[config.mk]
export PLATFORM = sky130hd
export DESIGN_NAME = windowed_sensor_filter
export DESIGN_NICKNAME = d
export VERILOG_FILES = /design/src/wfilt_pkg.sv /design/src/wfilt_ram.sv /design/src/wfilt_ctrl.sv /design/src/wfilt_datapath.sv /design/src/windowed_sensor_filter.sv
export VERILOG_INCLUDE_DIRS = /design/src /design/src/src
export SDC_FILE = /design/constraint.sdc
export NUM_CORES = 2
export LEC_CHECK = 0
export ABC_CLOCK_PERIOD_IN_PS = 14900
export BUFFER_PORTS_ARGS = -buffer_cell sky130_fd_sc_hd__buf_2
export CORE_MARGIN = 10
export CORE_UTILIZATION = 57
export CTS_CLUSTER_DIAMETER = 30
export DETAILED_ROUTE_END_ITERATION = 12
export MAX_ROUTING_LAYER = met4
export PLACE_DENSITY = 0.81
export SLEW_MARGIN = 5
export SYNTH_ARGS = -nofsm -noshare
export SYNTH_HDL_FRONTEND = slang
export SYNTH_SLANG_ARGS = --single-unit
[constraint.sdc]
create_clock -name clk -period 14.9 [get_ports clk]
set_clock_uncertainty 0.15 [all_clocks]
set_input_delay 2.235 -clock clk [delete_from_list [all_inputs] [get_ports clk]]
set_output_delay 2.235 -clock clk [all_outputs]
set_load 0.05 [all_outputs]
[src/assert_macros.svh]
// Assertion macros used by the filter datapath.
`ifndef ASSERT_MACROS_SVH
`define ASSERT_MACROS_SVH
`ifndef SYNTH
`define ASSERT_ALWAYS(label, clk, rst, prop) \
  label: assert property (@(posedge clk) disable iff (rst) (prop)) \
    else $error("assertion failed");
`define ASSERT_IMPLIES(label, clk, rst, ante, cons) \
  label: assert property (@(posedge clk) disable iff (rst) (ante) |-> (cons)) \
    else $error("assertion failed");
`else
`define ASSERT_ALWAYS(label, clk, rst, prop)
`define ASSERT_IMPLIES(label, clk, rst, ante, cons)
`endif
`endif

[src/wfilt_pkg.sv]
// Package: constants, codes and control types of the windowed sensor filter.
package wfilt_pkg;
  localparam int WINDOW_MAX  = 32;
  localparam int SAMPLE_BITS = 32;
  localparam int SUM_BITS    = 37;
  localparam int ALPHA_BITS  = 17;
  localparam int ALPHA_ONE   = 65536;
  localparam int IDX_BITS    = 5;
  localparam int CNT_BITS    = 6;
  localparam int MODE_BITS   = 2;
  localparam int REG_BITS    = 2;
  localparam int DIV_STEPS   = SUM_BITS;
  localparam int PROD_BITS   = SAMPLE_BITS + 1 + ALPHA_BITS + 1;

  // filter modes
  localparam logic [MODE_BITS-1:0] MODE_LP   = 2'd0;
  localparam logic [MODE_BITS-1:0] MODE_HP   = 2'd1;
  localparam logic [MODE_BITS-1:0] MODE_AVG  = 2'd2;
  localparam logic [MODE_BITS-1:0] MODE_PASS = 2'd3;

  // request kinds
  localparam logic REQ_FILTER = 1'b0;
  localparam logic REQ_CLEAR  = 1'b1;

  // register indexes
  localparam logic [REG_BITS-1:0] REG_MODE     = 2'd0;
  localparam logic [REG_BITS-1:0] REG_WINDOW   = 2'd1;
  localparam logic [REG_BITS-1:0] REG_LP_ALPHA = 2'd2;
  localparam logic [REG_BITS-1:0] REG_HP_ALPHA = 2'd3;

  typedef enum logic [3:0] {
    ST_IDLE, ST_DECODE, ST_POP_RD, ST_POP_SUB, ST_AVG_CHK, ST_AVG_WR,
    ST_DIV_START, ST_DIV, ST_DIV_FIX, ST_L_START, ST_L_INIT, ST_L_MUL,
    ST_L_ACC, ST_FINISH
  } state_t;

  typedef enum logic [3:0] {
    OP_NONE, OP_LOAD, OP_CLEAR, OP_LP_PUSH, OP_AVG_FIRST, OP_POP_SUB,
    OP_AVG_WR, OP_DIV_START, OP_DIV_STEP, OP_DIV_FIX, OP_LOOP_INIT,
    OP_LOOP_MUL, OP_LOOP_ACC, OP_EMIT
  } dp_op_t;

  typedef enum logic [1:0] {
    RD_OLDEST, RD_K, RD_K1
  } rd_sel_t;

  typedef struct packed {
    dp_op_t  op;
    rd_sel_t rd_sel;
  } dp_cmd_t;

  typedef struct packed {
    logic                 req_clear;
    logic [MODE_BITS-1:0] mode;
    logic                 count_zero;
    logic                 count_full;
    logic                 count_ge2;
    logic                 div_last;
    logic                 loop_last;
    logic                 out_free;
  } dp_status_t;
endpackage

[src/wfilt_ram.sv]
// Generic single-write, single-read RAM with registered read data.
module wfilt_ram #(
  parameter int WIDTH = 32,
  parameter int DEPTH = 32
) (
  input  logic                     clk,
  input  logic                     we,
  input  logic [$clog2(DEPTH)-1:0] waddr,
  input  logic [WIDTH-1:0]         wdata,
  input  logic [$clog2(DEPTH)-1:0] raddr,
  output logic [WIDTH-1:0]         rdata
);
  logic [WIDTH-1:0] mem [DEPTH];

  always_ff @(posedge clk) begin
    if (we) begin
      mem[waddr] <= wdata;
    end
    rdata <= mem[raddr];
  end
endmodule

[src/wfilt_ctrl.sv]
// Controller state machine: sequences load, window update, loop and divide.
module wfilt_ctrl (
  input  logic                   clk,
  input  logic                   rst,
  input  logic                   s_tvalid,
  output logic                   s_tready,
  input  wfilt_pkg::dp_status_t  status,
  output wfilt_pkg::dp_cmd_t     cmd
);
  import wfilt_pkg::*;

  state_t state, state_next;
  logic   second_pop;

  // state register and pop pass flag
  always_ff @(posedge clk) begin
    if (rst) begin
      state      <= ST_IDLE;
      second_pop <= 1'b0;
    end else begin
      state <= state_next;
      if (state == ST_DECODE) begin
        second_pop <= 1'b0;
      end else if (state == ST_AVG_CHK) begin
        second_pop <= 1'b1;
      end
    end
  end

  // next state
  always_comb begin
    state_next = state;
    unique case (state)
      ST_IDLE: begin
        if (s_tvalid) state_next = ST_DECODE;
      end
      ST_DECODE: begin
        if (status.req_clear == REQ_CLEAR) begin
          state_next = ST_FINISH;
        end else begin
          case (status.mode)
            MODE_PASS: state_next = ST_FINISH;
            MODE_AVG: begin
              if (status.count_zero)      state_next = ST_FINISH;
              else if (status.count_full) state_next = ST_POP_RD;
              else                        state_next = ST_AVG_WR;
            end
            default: state_next = ST_L_START;
          endcase
        end
      end
      ST_POP_RD:    state_next = ST_POP_SUB;
      ST_POP_SUB:   state_next = second_pop ? ST_AVG_WR : ST_AVG_CHK;
      ST_AVG_CHK:   state_next = status.count_full ? ST_POP_RD : ST_AVG_WR;
      ST_AVG_WR:    state_next = ST_DIV_START;
      ST_DIV_START: state_next = ST_DIV;
      ST_DIV: begin
        if (status.div_last) state_next = ST_DIV_FIX;
      end
      ST_DIV_FIX:   state_next = ST_FINISH;
      ST_L_START:   state_next = status.count_ge2 ? ST_L_INIT : ST_FINISH;
      ST_L_INIT:    state_next = ST_L_MUL;
      ST_L_MUL:     state_next = ST_L_ACC;
      ST_L_ACC:     state_next = status.loop_last ? ST_FINISH : ST_L_MUL;
      ST_FINISH: begin
        if (status.out_free) state_next = ST_IDLE;
      end
      default:      state_next = ST_IDLE;
    endcase
  end

  // command outputs; no transaction is taken while reset is held
  always_comb begin
    cmd.op     = OP_NONE;
    cmd.rd_sel = RD_OLDEST;
    s_tready   = 1'b0;
    unique case (state)
      ST_IDLE: begin
        s_tready = !rst;
        if (s_tvalid && !rst) cmd.op = OP_LOAD;
      end
      ST_DECODE: begin
        if (status.req_clear == REQ_CLEAR) begin
          cmd.op = OP_CLEAR;
        end else begin
          case (status.mode)
            MODE_PASS: cmd.op = OP_NONE;
            MODE_AVG:  cmd.op = status.count_zero ? OP_AVG_FIRST : OP_NONE;
            default:   cmd.op = OP_LP_PUSH;
          endcase
        end
      end
      ST_POP_SUB:   cmd.op = OP_POP_SUB;
      ST_AVG_WR:    cmd.op = OP_AVG_WR;
      ST_DIV_START: cmd.op = OP_DIV_START;
      ST_DIV:       cmd.op = OP_DIV_STEP;
      ST_DIV_FIX:   cmd.op = OP_DIV_FIX;
      ST_L_INIT: begin
        cmd.op     = OP_LOOP_INIT;
        cmd.rd_sel = RD_K1;
      end
      ST_L_MUL: begin
        cmd.op     = OP_LOOP_MUL;
        cmd.rd_sel = RD_K;
      end
      ST_L_ACC: begin
        cmd.op     = OP_LOOP_ACC;
        cmd.rd_sel = RD_K1;
      end
      ST_FINISH: begin
        if (status.out_free) cmd.op = OP_EMIT;
      end
      default: cmd.op = OP_NONE;
    endcase
  end
endmodule

[src/wfilt_datapath.sv]
// Datapath: configuration, window ring store, filter arithmetic, divider, output.
`include "assert_macros.svh"
module wfilt_datapath (
  input  logic                                clk,
  input  logic                                rst,
  input  logic                                cfg_we,
  input  logic [wfilt_pkg::REG_BITS-1:0]      cfg_index,
  input  logic [wfilt_pkg::ALPHA_BITS-1:0]    cfg_wdata,
  input  logic                                in_req,
  input  logic [wfilt_pkg::SAMPLE_BITS-1:0]   in_sample,
  input  wfilt_pkg::dp_cmd_t                  cmd,
  output wfilt_pkg::dp_status_t               status,
  output logic                                m_tvalid,
  input  logic                                m_tready,
  output logic [wfilt_pkg::SAMPLE_BITS-1:0]   m_tdata,
  output logic                                m_tuser
);
  import wfilt_pkg::*;

  localparam int SHIFT_BITS = PROD_BITS - 16;
  localparam int HSUM_BITS  = SHIFT_BITS + 1;
  localparam logic signed [SAMPLE_BITS-1:0] SAMPLE_MAX = {1'b0, {(SAMPLE_BITS-1){1'b1}}};
  localparam logic signed [SAMPLE_BITS-1:0] SAMPLE_MIN = {1'b1, {(SAMPLE_BITS-1){1'b0}}};

  // configuration
  logic [MODE_BITS-1:0]  mode;
  logic [CNT_BITS-1:0]   wsize;
  logic [ALPHA_BITS-1:0] lp_alpha;
  logic [ALPHA_BITS-1:0] hp_alpha;

  // window state
  logic [IDX_BITS-1:0]   oldest;
  logic [CNT_BITS-1:0]   count;
  logic [SUM_BITS-1:0]   sum;

  // working registers
  logic                          req;
  logic signed [SAMPLE_BITS-1:0] x;
  logic signed [SAMPLE_BITS-1:0] y;
  logic signed [SAMPLE_BITS-1:0] prev;
  logic signed [SAMPLE_BITS-1:0] cur;
  logic [CNT_BITS-1:0]           k;
  logic signed [PROD_BITS-1:0]   p1;
  logic signed [PROD_BITS-1:0]   p2;

  // divider
  logic [SUM_BITS-1:0]   dq;
  logic [CNT_BITS:0]     rem;
  logic [CNT_BITS-1:0]   dcnt;
  logic                  dneg;

  // RAM ports
  logic                   ram_we;
  logic [IDX_BITS-1:0]    ram_waddr;
  logic [IDX_BITS-1:0]    ram_raddr;
  logic [SAMPLE_BITS-1:0] ram_rdata;

  wfilt_ram #(.WIDTH(SAMPLE_BITS), .DEPTH(WINDOW_MAX)) u_ram (
    .clk   (clk),
    .we    (ram_we),
    .waddr (ram_waddr),
    .wdata (x),
    .raddr (ram_raddr),
    .rdata (ram_rdata)
  );

  // effective window and alpha
  logic [CNT_BITS-1:0]        eff;
  logic [ALPHA_BITS-1:0]      alpha_raw;
  logic [ALPHA_BITS-1:0]      alpha;
  logic signed [ALPHA_BITS:0] alpha_s;
  logic                       full;

  always_comb begin
    if (wsize == '0)                        eff = CNT_BITS'(1);
    else if (wsize > CNT_BITS'(WINDOW_MAX)) eff = CNT_BITS'(WINDOW_MAX);
    else                                    eff = wsize;
    alpha_raw = (mode == MODE_LP) ? lp_alpha : hp_alpha;
    alpha     = (alpha_raw > ALPHA_BITS'(ALPHA_ONE)) ? ALPHA_BITS'(ALPHA_ONE) : alpha_raw;
    alpha_s   = $signed({1'b0, alpha});
    full      = count >= eff;
  end

  // RAM addressing
  logic [CNT_BITS-1:0] k1;
  assign k1        = k + CNT_BITS'(1);
  assign ram_waddr = oldest + count[IDX_BITS-1:0];
  assign ram_we    = (cmd.op == OP_LP_PUSH) || (cmd.op == OP_AVG_FIRST) ||
                     (cmd.op == OP_AVG_WR);

  always_comb begin
    case (cmd.rd_sel)
      RD_K:    ram_raddr = oldest + k[IDX_BITS-1:0];
      RD_K1:   ram_raddr = oldest + k1[IDX_BITS-1:0];
      default: ram_raddr = oldest;
    endcase
  end

  // loop arithmetic operands
  logic signed [SAMPLE_BITS:0]   xi_e;
  logic signed [SAMPLE_BITS:0]   d1;
  logic signed [SAMPLE_BITS:0]   d2;
  logic signed [SHIFT_BITS-1:0]  sh1;
  logic signed [SHIFT_BITS-1:0]  sh2;
  logic signed [HSUM_BITS-1:0]   hsum;
  logic signed [SAMPLE_BITS-1:0] hp_y;
  logic signed [SAMPLE_BITS-1:0] lp_y;

  always_comb begin
    xi_e = $signed({ram_rdata[SAMPLE_BITS-1], ram_rdata});
    d1   = (mode == MODE_LP) ? (xi_e - $signed({y[SAMPLE_BITS-1], y}))
                             : $signed({y[SAMPLE_BITS-1], y});
    d2   = xi_e - $signed({prev[SAMPLE_BITS-1], prev});
    sh1  = p1[PROD_BITS-1:16];
    sh2  = p2[PROD_BITS-1:16];
    lp_y = y + sh1[SAMPLE_BITS-1:0];
    hsum = $signed({sh1[SHIFT_BITS-1], sh1}) + $signed({sh2[SHIFT_BITS-1], sh2});
    if (hsum > HSUM_BITS'(SAMPLE_MAX))      hp_y = SAMPLE_MAX;
    else if (hsum < HSUM_BITS'(SAMPLE_MIN)) hp_y = SAMPLE_MIN;
    else                                    hp_y = hsum[SAMPLE_BITS-1:0];
  end

  // divider step and final quotient
  logic [CNT_BITS:0]         r2;
  logic                      ge;
  logic [SUM_BITS-1:0]       sum_abs;
  logic [SAMPLE_BITS-1:0]    qlo;
  logic signed [SAMPLE_BITS-1:0] q_y;

  always_comb begin
    r2      = {rem[CNT_BITS-1:0], dq[SUM_BITS-1]};
    ge      = r2 >= {1'b0, count};
    sum_abs = sum[SUM_BITS-1] ? (~sum + SUM_BITS'(1)) : sum;
    qlo     = dq[SAMPLE_BITS-1:0];
    if (!dneg) begin
      q_y = (dq > SUM_BITS'(SAMPLE_MAX)) ? SAMPLE_MAX : $signed(qlo);
    end else begin
      q_y = (dq > {{(SUM_BITS-SAMPLE_BITS){1'b0}}, SAMPLE_MIN}) ? SAMPLE_MIN
                                                               : $signed(~qlo + 1'b1);
    end
  end

  // ready flag
  logic [CNT_BITS+3:0] cnt10;
  assign cnt10 = (CNT_BITS+4)'(count) * (CNT_BITS+4)'(10);

  // configuration writes
  always_ff @(posedge clk) begin
    if (rst) begin
      mode     <= MODE_LP;
      wsize    <= CNT_BITS'(16);
      lp_alpha <= ALPHA_BITS'(32768);
      hp_alpha <= ALPHA_BITS'(32768);
    end else if (cfg_we) begin
      unique case (cfg_index)
        REG_MODE:     mode     <= cfg_wdata[MODE_BITS-1:0];
        REG_WINDOW:   wsize    <= cfg_wdata[CNT_BITS-1:0];
        REG_LP_ALPHA: lp_alpha <= cfg_wdata;
        REG_HP_ALPHA: hp_alpha <= cfg_wdata;
        default:      mode     <= mode;
      endcase
    end
  end

  // window control state
  always_ff @(posedge clk) begin
    if (rst) begin
      oldest <= '0;
      count  <= '0;
      sum    <= '0;
    end else begin
      case (cmd.op)
        OP_CLEAR: begin
          oldest <= '0;
          count  <= '0;
          sum    <= '0;
        end
        OP_LP_PUSH: begin
          if (full) oldest <= oldest + IDX_BITS'(1);
          else      count  <= count + CNT_BITS'(1);
        end
        OP_AVG_FIRST: begin
          count <= CNT_BITS'(1);
          sum   <= {{(SUM_BITS-SAMPLE_BITS){x[SAMPLE_BITS-1]}}, x};
        end
        OP_POP_SUB: begin
          sum    <= sum - {{(SUM_BITS-SAMPLE_BITS){ram_rdata[SAMPLE_BITS-1]}}, ram_rdata};
          oldest <= oldest + IDX_BITS'(1);
          count  <= count - CNT_BITS'(1);
        end
        OP_AVG_WR: begin
          count <= count + CNT_BITS'(1);
          sum   <= sum + {{(SUM_BITS-SAMPLE_BITS){x[SAMPLE_BITS-1]}}, x};
        end
        default: count <= count;
      endcase
    end
  end

  // working registers (payload, no reset)
  always_ff @(posedge clk) begin
    case (cmd.op)
      OP_LOAD: begin
        req <= in_req;
        x   <= $signed(in_sample);
        y   <= $signed(in_sample);
        k   <= '0;
      end
      OP_CLEAR:     y <= '0;
      OP_DIV_START: begin
        dq   <= sum_abs;
        dneg <= sum[SUM_BITS-1];
        rem  <= '0;
        dcnt <= '0;
      end
      OP_DIV_STEP: begin
        rem  <= ge ? (r2 - {1'b0, count}) : r2;
        dq   <= {dq[SUM_BITS-2:0], ge};
        dcnt <= dcnt + CNT_BITS'(1);
      end
      OP_DIV_FIX:   y <= q_y;
      OP_LOOP_INIT: begin
        y    <= $signed(ram_rdata);
        prev <= $signed(ram_rdata);
        k    <= CNT_BITS'(1);
      end
      OP_LOOP_MUL: begin
        p1  <= d1 * alpha_s;
        p2  <= d2 * alpha_s;
        cur <= $signed(ram_rdata);
      end
      OP_LOOP_ACC: begin
        y    <= (mode == MODE_LP) ? lp_y : hp_y;
        prev <= cur;
        k    <= k1;
      end
      default: k <= k;
    endcase
  end

  // output register
  always_ff @(posedge clk) begin
    if (rst) begin
      m_tvalid <= 1'b0;
    end else if (cmd.op == OP_EMIT) begin
      m_tvalid <= 1'b1;
    end else if (m_tready) begin
      m_tvalid <= 1'b0;
    end
  end

  always_ff @(posedge clk) begin
    if (cmd.op == OP_EMIT) begin
      m_tdata <= y;
      m_tuser <= cnt10 >= (CNT_BITS+4)'(eff);
    end
  end

  // status to controller
  always_comb begin
    status.req_clear  = req;
    status.mode       = mode;
    status.count_zero = count == '0;
    status.count_full = full;
    status.count_ge2  = count >= CNT_BITS'(2);
    status.div_last   = dcnt == CNT_BITS'(DIV_STEPS - 1);
    status.loop_last  = k1 == count;
    status.out_free   = !m_tvalid || m_tready;
  end

  `ASSERT_ALWAYS(a_count_max, clk, rst, count <= CNT_BITS'(WINDOW_MAX))
  `ASSERT_IMPLIES(a_emit_free, clk, rst, cmd.op == OP_EMIT, !m_tvalid || m_tready)
  `ASSERT_IMPLIES(a_div_range, clk, rst, cmd.op == OP_DIV_STEP, dcnt < CNT_BITS'(DIV_STEPS))
endmodule

[src/windowed_sensor_filter.sv]
// Top level of the windowed sensor filter: controller, datapath and window RAM.
//
//  channel | direction | handshake          | payload
//  s_      | in        | s_tvalid/s_tready  | s_tdata sample, s_tuser req_type
//  m_      | out       | m_tvalid/m_tready  | m_tdata filtered, m_tuser ready_res
//  cfg_    | in        | cfg_we             | cfg_index, cfg_wdata
//
// One transaction at a time. Clear, pass-through and the first average sample
// go from decode straight to the output; later averages take none, one or two
// window pops, then the 37-step restoring divider. Low-pass and high-pass walk
// the window RAM when two or more samples are stored (one stored sample is the
// result), reading each sample and multiplying for all but the oldest.
// A new transaction is taken while the last result waits in the output register;
// a stalled output holds the finished item in its last state. Reset (rst,
// synchronous) empties the window and holds s_tready low.
module windowed_sensor_filter (
  input  logic                                clk,
  input  logic                                rst,
  input  logic                                s_tvalid,
  output logic                                s_tready,
  input  logic [wfilt_pkg::SAMPLE_BITS-1:0]   s_tdata,   // [31:0] sample
  input  logic                                s_tuser,   // [0] req_type
  output logic                                m_tvalid,
  input  logic                                m_tready,
  output logic [wfilt_pkg::SAMPLE_BITS-1:0]   m_tdata,   // [31:0] filtered
  output logic                                m_tuser,   // [0] ready_res
  input  logic                                cfg_we,
  input  logic [wfilt_pkg::REG_BITS-1:0]      cfg_index,
  input  logic [wfilt_pkg::ALPHA_BITS-1:0]    cfg_wdata
);
  import wfilt_pkg::*;

  dp_cmd_t    cmd;
  dp_status_t status;

  wfilt_ctrl u_ctrl (
    .clk      (clk),
    .rst      (rst),
    .s_tvalid (s_tvalid),
    .s_tready (s_tready),
    .status   (status),
    .cmd      (cmd)
  );

  wfilt_datapath u_dp (
    .clk       (clk),
    .rst       (rst),
    .cfg_we    (cfg_we),
    .cfg_index (cfg_index),
    .cfg_wdata (cfg_wdata),
    .in_req    (s_tuser),
    .in_sample (s_tdata),
    .cmd       (cmd),
    .status    (status),
    .m_tvalid  (m_tvalid),
    .m_tready  (m_tready),
    .m_tdata   (m_tdata),
    .m_tuser   (m_tuser)
  );
endmodule

After elaboration in Yosys (flattened, before gate mapping)
Memory sizes are Yosys's and may differ from the RTL's. A register that Yosys moved wholly into a read port is not among the register bits.
Index checks and enable logic that the tools add are counted.
Storage, ports and cells
  input port bits: 57
  flip-flop bits (word level): 416
  RAM bits: 1024
  logic and storage cells: 173
  output and inout bits: 35
  memories kept: 1
Memories
  u_dp.u_ram.mem: words 32, bits a word 32, read ports 1, clocked after Yosys merged registers in 1, write ports 1, RTL line wfilt_ram.sv:13  | logic [WIDTH-1:0] mem [DEPTH];
Cells by class
  reduce and logical (&&, ||, !) cells: 28
  multiplexer cells: 48
  bitwise gates (word level): 2
  add/sub/neg operators: 17
  $mul: 3
  equality and inequality tests: 40
  $lt $le $gt $ge: 10
Operators by type and width (count)
  $mux 32: 6
  $pmux 32 s5: 1
  $pmux 37 s4: 1
  $mul 33x18->51: 2
  $pmux 37 s2: 1
  $sub 32x32->33: 2
  $pmux 32 s2: 1
  $pmux 4 s14: 1
  $eq 4x4->1 const B: 12
  $pmux 4 s11: 1
  $add 37x1->37 const B: 1
  $add 37x37->37: 1
  $gt 37x31->1 const B: 1
  $gt 37x32->1 const B: 1
  $mux 37: 1
  $not 37->37: 1
  $sub 37x37->37: 1
  $add 35x35->36: 1
  $gt 36x32->1 const B: 1
  $lt 36x32->1 const B: 1
  $mux 17: 2
  $mux 33: 1
  $add 32x1->32 const B: 1
  $add 32x32->32: 1
  47 further kinds: 105

Longest topological paths before layout
  depth after elaboration: 10
  gate-level depth with buffers: 40
  depth with buffers taken out: 39

By module
A second synthesis with hierarchy kept.
Second synthesis, totals
  cell total of the unflattened synthesis: 9821
  area total of the unflattened synthesis: 106234.4 um^2
By module, submodules not included
  wfilt_datapath: times used 1, area each 65038.6 um^2, cells an instance 7465, seq. area each 10470.0 um^2
  wfilt_ram: times used 1, area each 40492.6 um^2, cells an instance 2260, seq. area each 31390.1 um^2
  wfilt_ctrl: times used 1, area each 703.2 um^2, cells an instance 96, seq. area each 100.1 um^2

Worst setup path before layout
No wires, ideal clock.
  path kind: reg2reg
  start point: reg u_dp.u_ram.rdata[0], read port of u_dp.u_ram.mem
  end point: reg u_dp.p2[49], data pin
  period minus slack after synthesis: 9.478 ns
  arrival: 9.071 ns
  path slack: 5.422 ns
  required time: 14.492 ns
  buffers on the path: 1
  stages on the path, launching flop included: 39
  setup time: 0.258 ns
  cells stage by stage: dfxtp_1 > inv_1 > ha_1 > fa_1 > nand2b_1 > a21boi_0 > o21ai_0 > a31o_2 > nand2_1 > a31oi_1 > o21bai_1 > a21oi_1 > nor2_1 > nor2_1 > a211oi_1 > clkbuf_1 > nand2_1 > fa_1 > [3 not listed] > fa_1 > inv_1 > fa_1 > fa_1 > fa_1 > ha_1 > a21oi_1 > nand2_1 > a211o_1 > a221o_1 > o2111ai_1 > a21oi_1 > a41o_1 > a31o_2 > a41oi_1 > nand2b_1 > a21oi_1 > xnor2_1
Between the ends
  word-level cells in the longest chain between the ends: 2
Ends and longest elaborated chain
  start, declared: RTL line wfilt_ram.sv:11  | output logic [WIDTH-1:0] rdata
  $sub 32x32->33: RTL line wfilt_datapath.sv:113  | d2 = xi_e - $signed({prev[SAMPLE_BITS-1], prev});
  $mul 33x18->51: RTL line wfilt_datapath.sv:229  | p2 <= d2 * alpha_s;
  end signal, assigned: RTL line wfilt_datapath.sv:229
  end, declared: RTL line wfilt_datapath.sv:44  | logic signed [PROD_BITS-1:0] p2;
Every way passes these cells.
A chain may end at the register's enable or synchronous reset.

Worst setup path in the final report
  start point: reg u_dp.u_ram.rdata[0], read port of u_dp.u_ram.mem
  end point: reg u_dp.p1[50], data pin
Between the ends
  word-level cells in the longest chain between the ends: 3
Ends and longest elaborated chain
  $sub 32x32->33: RTL line wfilt_datapath.sv:111  | d1 = (mode == MODE_LP) ? (xi_e - $signed({y[SAMPLE_BITS-1], y}))
  $mux 33: RTL line wfilt_datapath.sv:111
  $mul 33x18->51: RTL line wfilt_datapath.sv:228  | p1 <= d1 * alpha_s;
  end signal, assigned: RTL line wfilt_datapath.sv:228
  end, declared: RTL line wfilt_datapath.sv:43  | logic signed [PROD_BITS-1:0] p1;
Every way passes these cells.

==> reports/qor.csv <==
stage,metric,value,unit
setup_path,CP max FO,8,
yosys,Synth Net Count,10699,
yosys,Synth Register Bits,1440,
clock_network,CTS Buf Count,221,
sta,RSZ-0062 raised after global routing,no,
setup_path,Worst setup EP type,flop,
drt,via count,74188,
global_routing,largest net degree at the start of global routing,88,
clock_network,Max clock buf depth,3,
yosys,Ys Warns,0,
layout,P&R area growth vs syn,11.2,%
sta,Final Max Tran Viols,0,
place,GP Congestion,1.01,
floorplan,area of the core,0.181,mm^2
yosys,asr flop ratio synth,0,%
place,Place WS,3610,ps
yosys,largest area contributor in the netlist,edfxtp_1,
global_routing,most crowded layer after global routing,met2,
clock_network,CTS resizes,0,
layout,"commonest non-fill, non-tap cells in the layout","inv_1 (1441), edfxtp_1 (1312), nand2_1 (1176), fa_1 (1078), nor2_1 (556)",
place,Cells after DPL,11351,
global_routing,GRT met3 Usage,6.97,%
pwr,P per Cell Area,250,mW/mm^2
layout,"commonest non-fill, non-tap cell in the layout",inv_1,
sta,worst setup margin,3460,ps
sta,fmax,87.4,MHz
floorplan,die height,448,um
pwr,Final Power,0.0291,W
clock_network,H-tree depth,4,
yosys,sequential-to-total area share from yosys stat,40.2,%
clock_network,TritonCTS Sinks,1440,
floorplan,I/O pin count,92,
place,Buffers on Ports,91,
sta,Final TNS setup,0,ps
drt,Post-Route WL,324000,um
clock_network,cts hold-fix bufs,0,
clock_network,CTS tree,done,
sta,worst slew pin tran,1400,ps
yosys,post-synth cell types,78,
run_status,status,completed,
layout,nets@finish,10787,
job,max cap viols,0,
layout,Fill cells,12998,
setup_path,"Req. time, crit path",15320,ps
pwr,VDD IR max,0.630,mV
yosys,area share of the largest cell type after synthesis,37.8,%
setup_path,most used cell along the critical path,fa_1,
setup_path,critical path arrival,11860,ps
drt,DRT iter0 DRCs,8760,
setup_path,Setup CP Type,flop to flop,
sta,Rel. slew slack,6.74,%
floorplan,die area,0.200,mm^2
floorplan,Initial Util,57.5,%
place,DP Wirelength,211000,um
yosys,Synth area leaders,"edfxtp_1 (38%), fa_1 (21%), mux4_2 (5.5%)",
drt,DR WL/cell,27.5,um
global_routing,initial antenna violation count,22,
yosys,"Avg Cell Area, Syn",11.4,um^2
drt,via density per instance,6.29,
sta,post-route minimum period,11440,ps
setup_path,CP max stage cell,a21boi_1,
clock_network,CTS clock-pin slew for the worst setup and hold paths,50,ps
global_routing,first-pass GRT wire length,487000,um
floorplan,chip width,448,um
global_routing,Total GRT Usage,33.5,%
global_routing,number of global-route vias before repair,78135,
floorplan,FP Rows,156,
global_routing,met1 Usage GRT,37.9,%
layout,share of cells above drive strength 1,11.9,%
setup_path,startpoint types,flop,
global_routing,M2 GR Usage,53.5,%
clock_network,post-CTS setup buffers,0,
yosys,Mapped Area,0.104,mm^2
clock_network,CTS root buf,clkbuf_16,
pwr,Lkg Pwr,48.9,nW
drt,final antenna-violating net count,0,
min_path,Min-Delay Path Class,flop to flop,
drt,iteration count of the initial detailed-routing pass,9,
sta,# setup viols final,0,
drt,# DRC,0,
global_routing,total congestion overflow,0,
sta,period utilization,76.8,%
yosys,Post-synth EDFFs,1312,
setup_path,delay of the slowest critical-path stage,750,ps
yosys,Synth Flop Type,edfxtp_1,
sta,final hold viol count,0,
yosys,Post-Synthesis Cells,9118,
layout,"Cell Count, Final, Fillers Out",11789,
clock_network,clk_lat worst skew,860,ps
report_power, final:
group          leakage, nW  internal, W  switching, W  total (W)
clock                 3.72      0.00326       0.00213    0.00540
sequential            12.9      0.00519      0.000428    0.00562
combinational         32.3      0.00616        0.0119     0.0180
critical path, delay by kind of cell (launching register included):
kind | cells | cell delay, ps
AO/OA/AOI/OAI | 16 | 4880
adder cells (fa/ha/maj) | 9 | 3840
AND/OR/NAND/NOR | 6 | 1330
buffers and inverters | 5 | 390
flip-flops | 1 | 330
XOR/XNOR | 2 | 250
final timing paths:
check	from	end	slack, ps	cells past startpoint
worst max register to register	u_dp.u_ram.rdata[0]	u_dp.p1[50]	3460	38
worst min register to register	u_dp.hp_alpha[0]	u_dp.hp_alpha[0]	310	2
worst max-delay path	u_dp.u_ram.rdata[0]	u_dp.p1[50]	3460	38
worst min-delay path	u_dp.hp_alpha[0]	u_dp.hp_alpha[0]	310	2
state kept, by name (all words and copies together) (netlist names), 35 cells and up:
register        cells
u_dp.p1            35
u_dp.p2            35
u_dp.sum           37
u_dp.dq            37
u_dp.u_ram.mem   1024
logic make-up (layout without fill, tap and decap cells):
group	after synthesis	in the layout	share of synthesized area, %
AND/OR/NAND/NOR	2363	2363	9.85
flip-flops	1440	1440	40.2
AO/OA/AOI/OAI	1179	1179	7.13
buffers and inverters	1849	2132	6.66
multiplexers	425	425	7.24
adder cells (fa/ha/maj)	1524	1524	26.1
XOR/XNOR	338	338	2.84
other	0	18	0
layout make-up:
class	count	area (um^2)	area share [%]
Antenna cell	18	45.0	0.0388
Clock buffer	243	5740	4.95
Clock inverter	175	2010	1.74
Inverter	1442	5410	4.67
Multi-Input combinational cell	5829	56000	48.3
Sequential cell	1440	42000	36.2
Tap cell	2370	2970	2.56
Timing Repair Buffer	272	1860	1.60
routing by layer:
metal,part of all wire (%),wire length [um],up-vias
met2,48,155000,5062
li1,-,-,30877
met3,11,35000,1290
met5,0,0,-
met1,33,106000,36959
met4,8.3,26800,0
Yosys cell counts, types with 33 or more instances:
cell and instances:
clkbuf_1 343, edfxtp_1 1312, a21oi_1 316, nand4_1 38, xor2_1 164, o211ai_1 45
and2_1 108, a21o_1 123, or3_1 33, buf_1 61, nand2_1 1176, mux4_2 256
fa_1 1078, a222oi_1 37, nand2b_1 38, nor3_1 80, mux2_2 69, dfxtp_1 128
o21a_1 50, nand3_1 65, nor2_1 608, nor4_1 37, inv_1 1442, nor2b_1 73
mux2i_1 100, xnor2_1 174, o21ai_0 318, ha_1 446
stage by stage:
stage	hold WS [ps]	utilization (%)	instance area [um^2]
after CTS	309	63.9	116000
after detailed placement	301	59.6	108000
after global placement	296	59.6	108000
final	308	64.0	116000
after floorplan	276	-	104000
after global routing	334	64.0	116000
(Power assumes the default switching activity.)
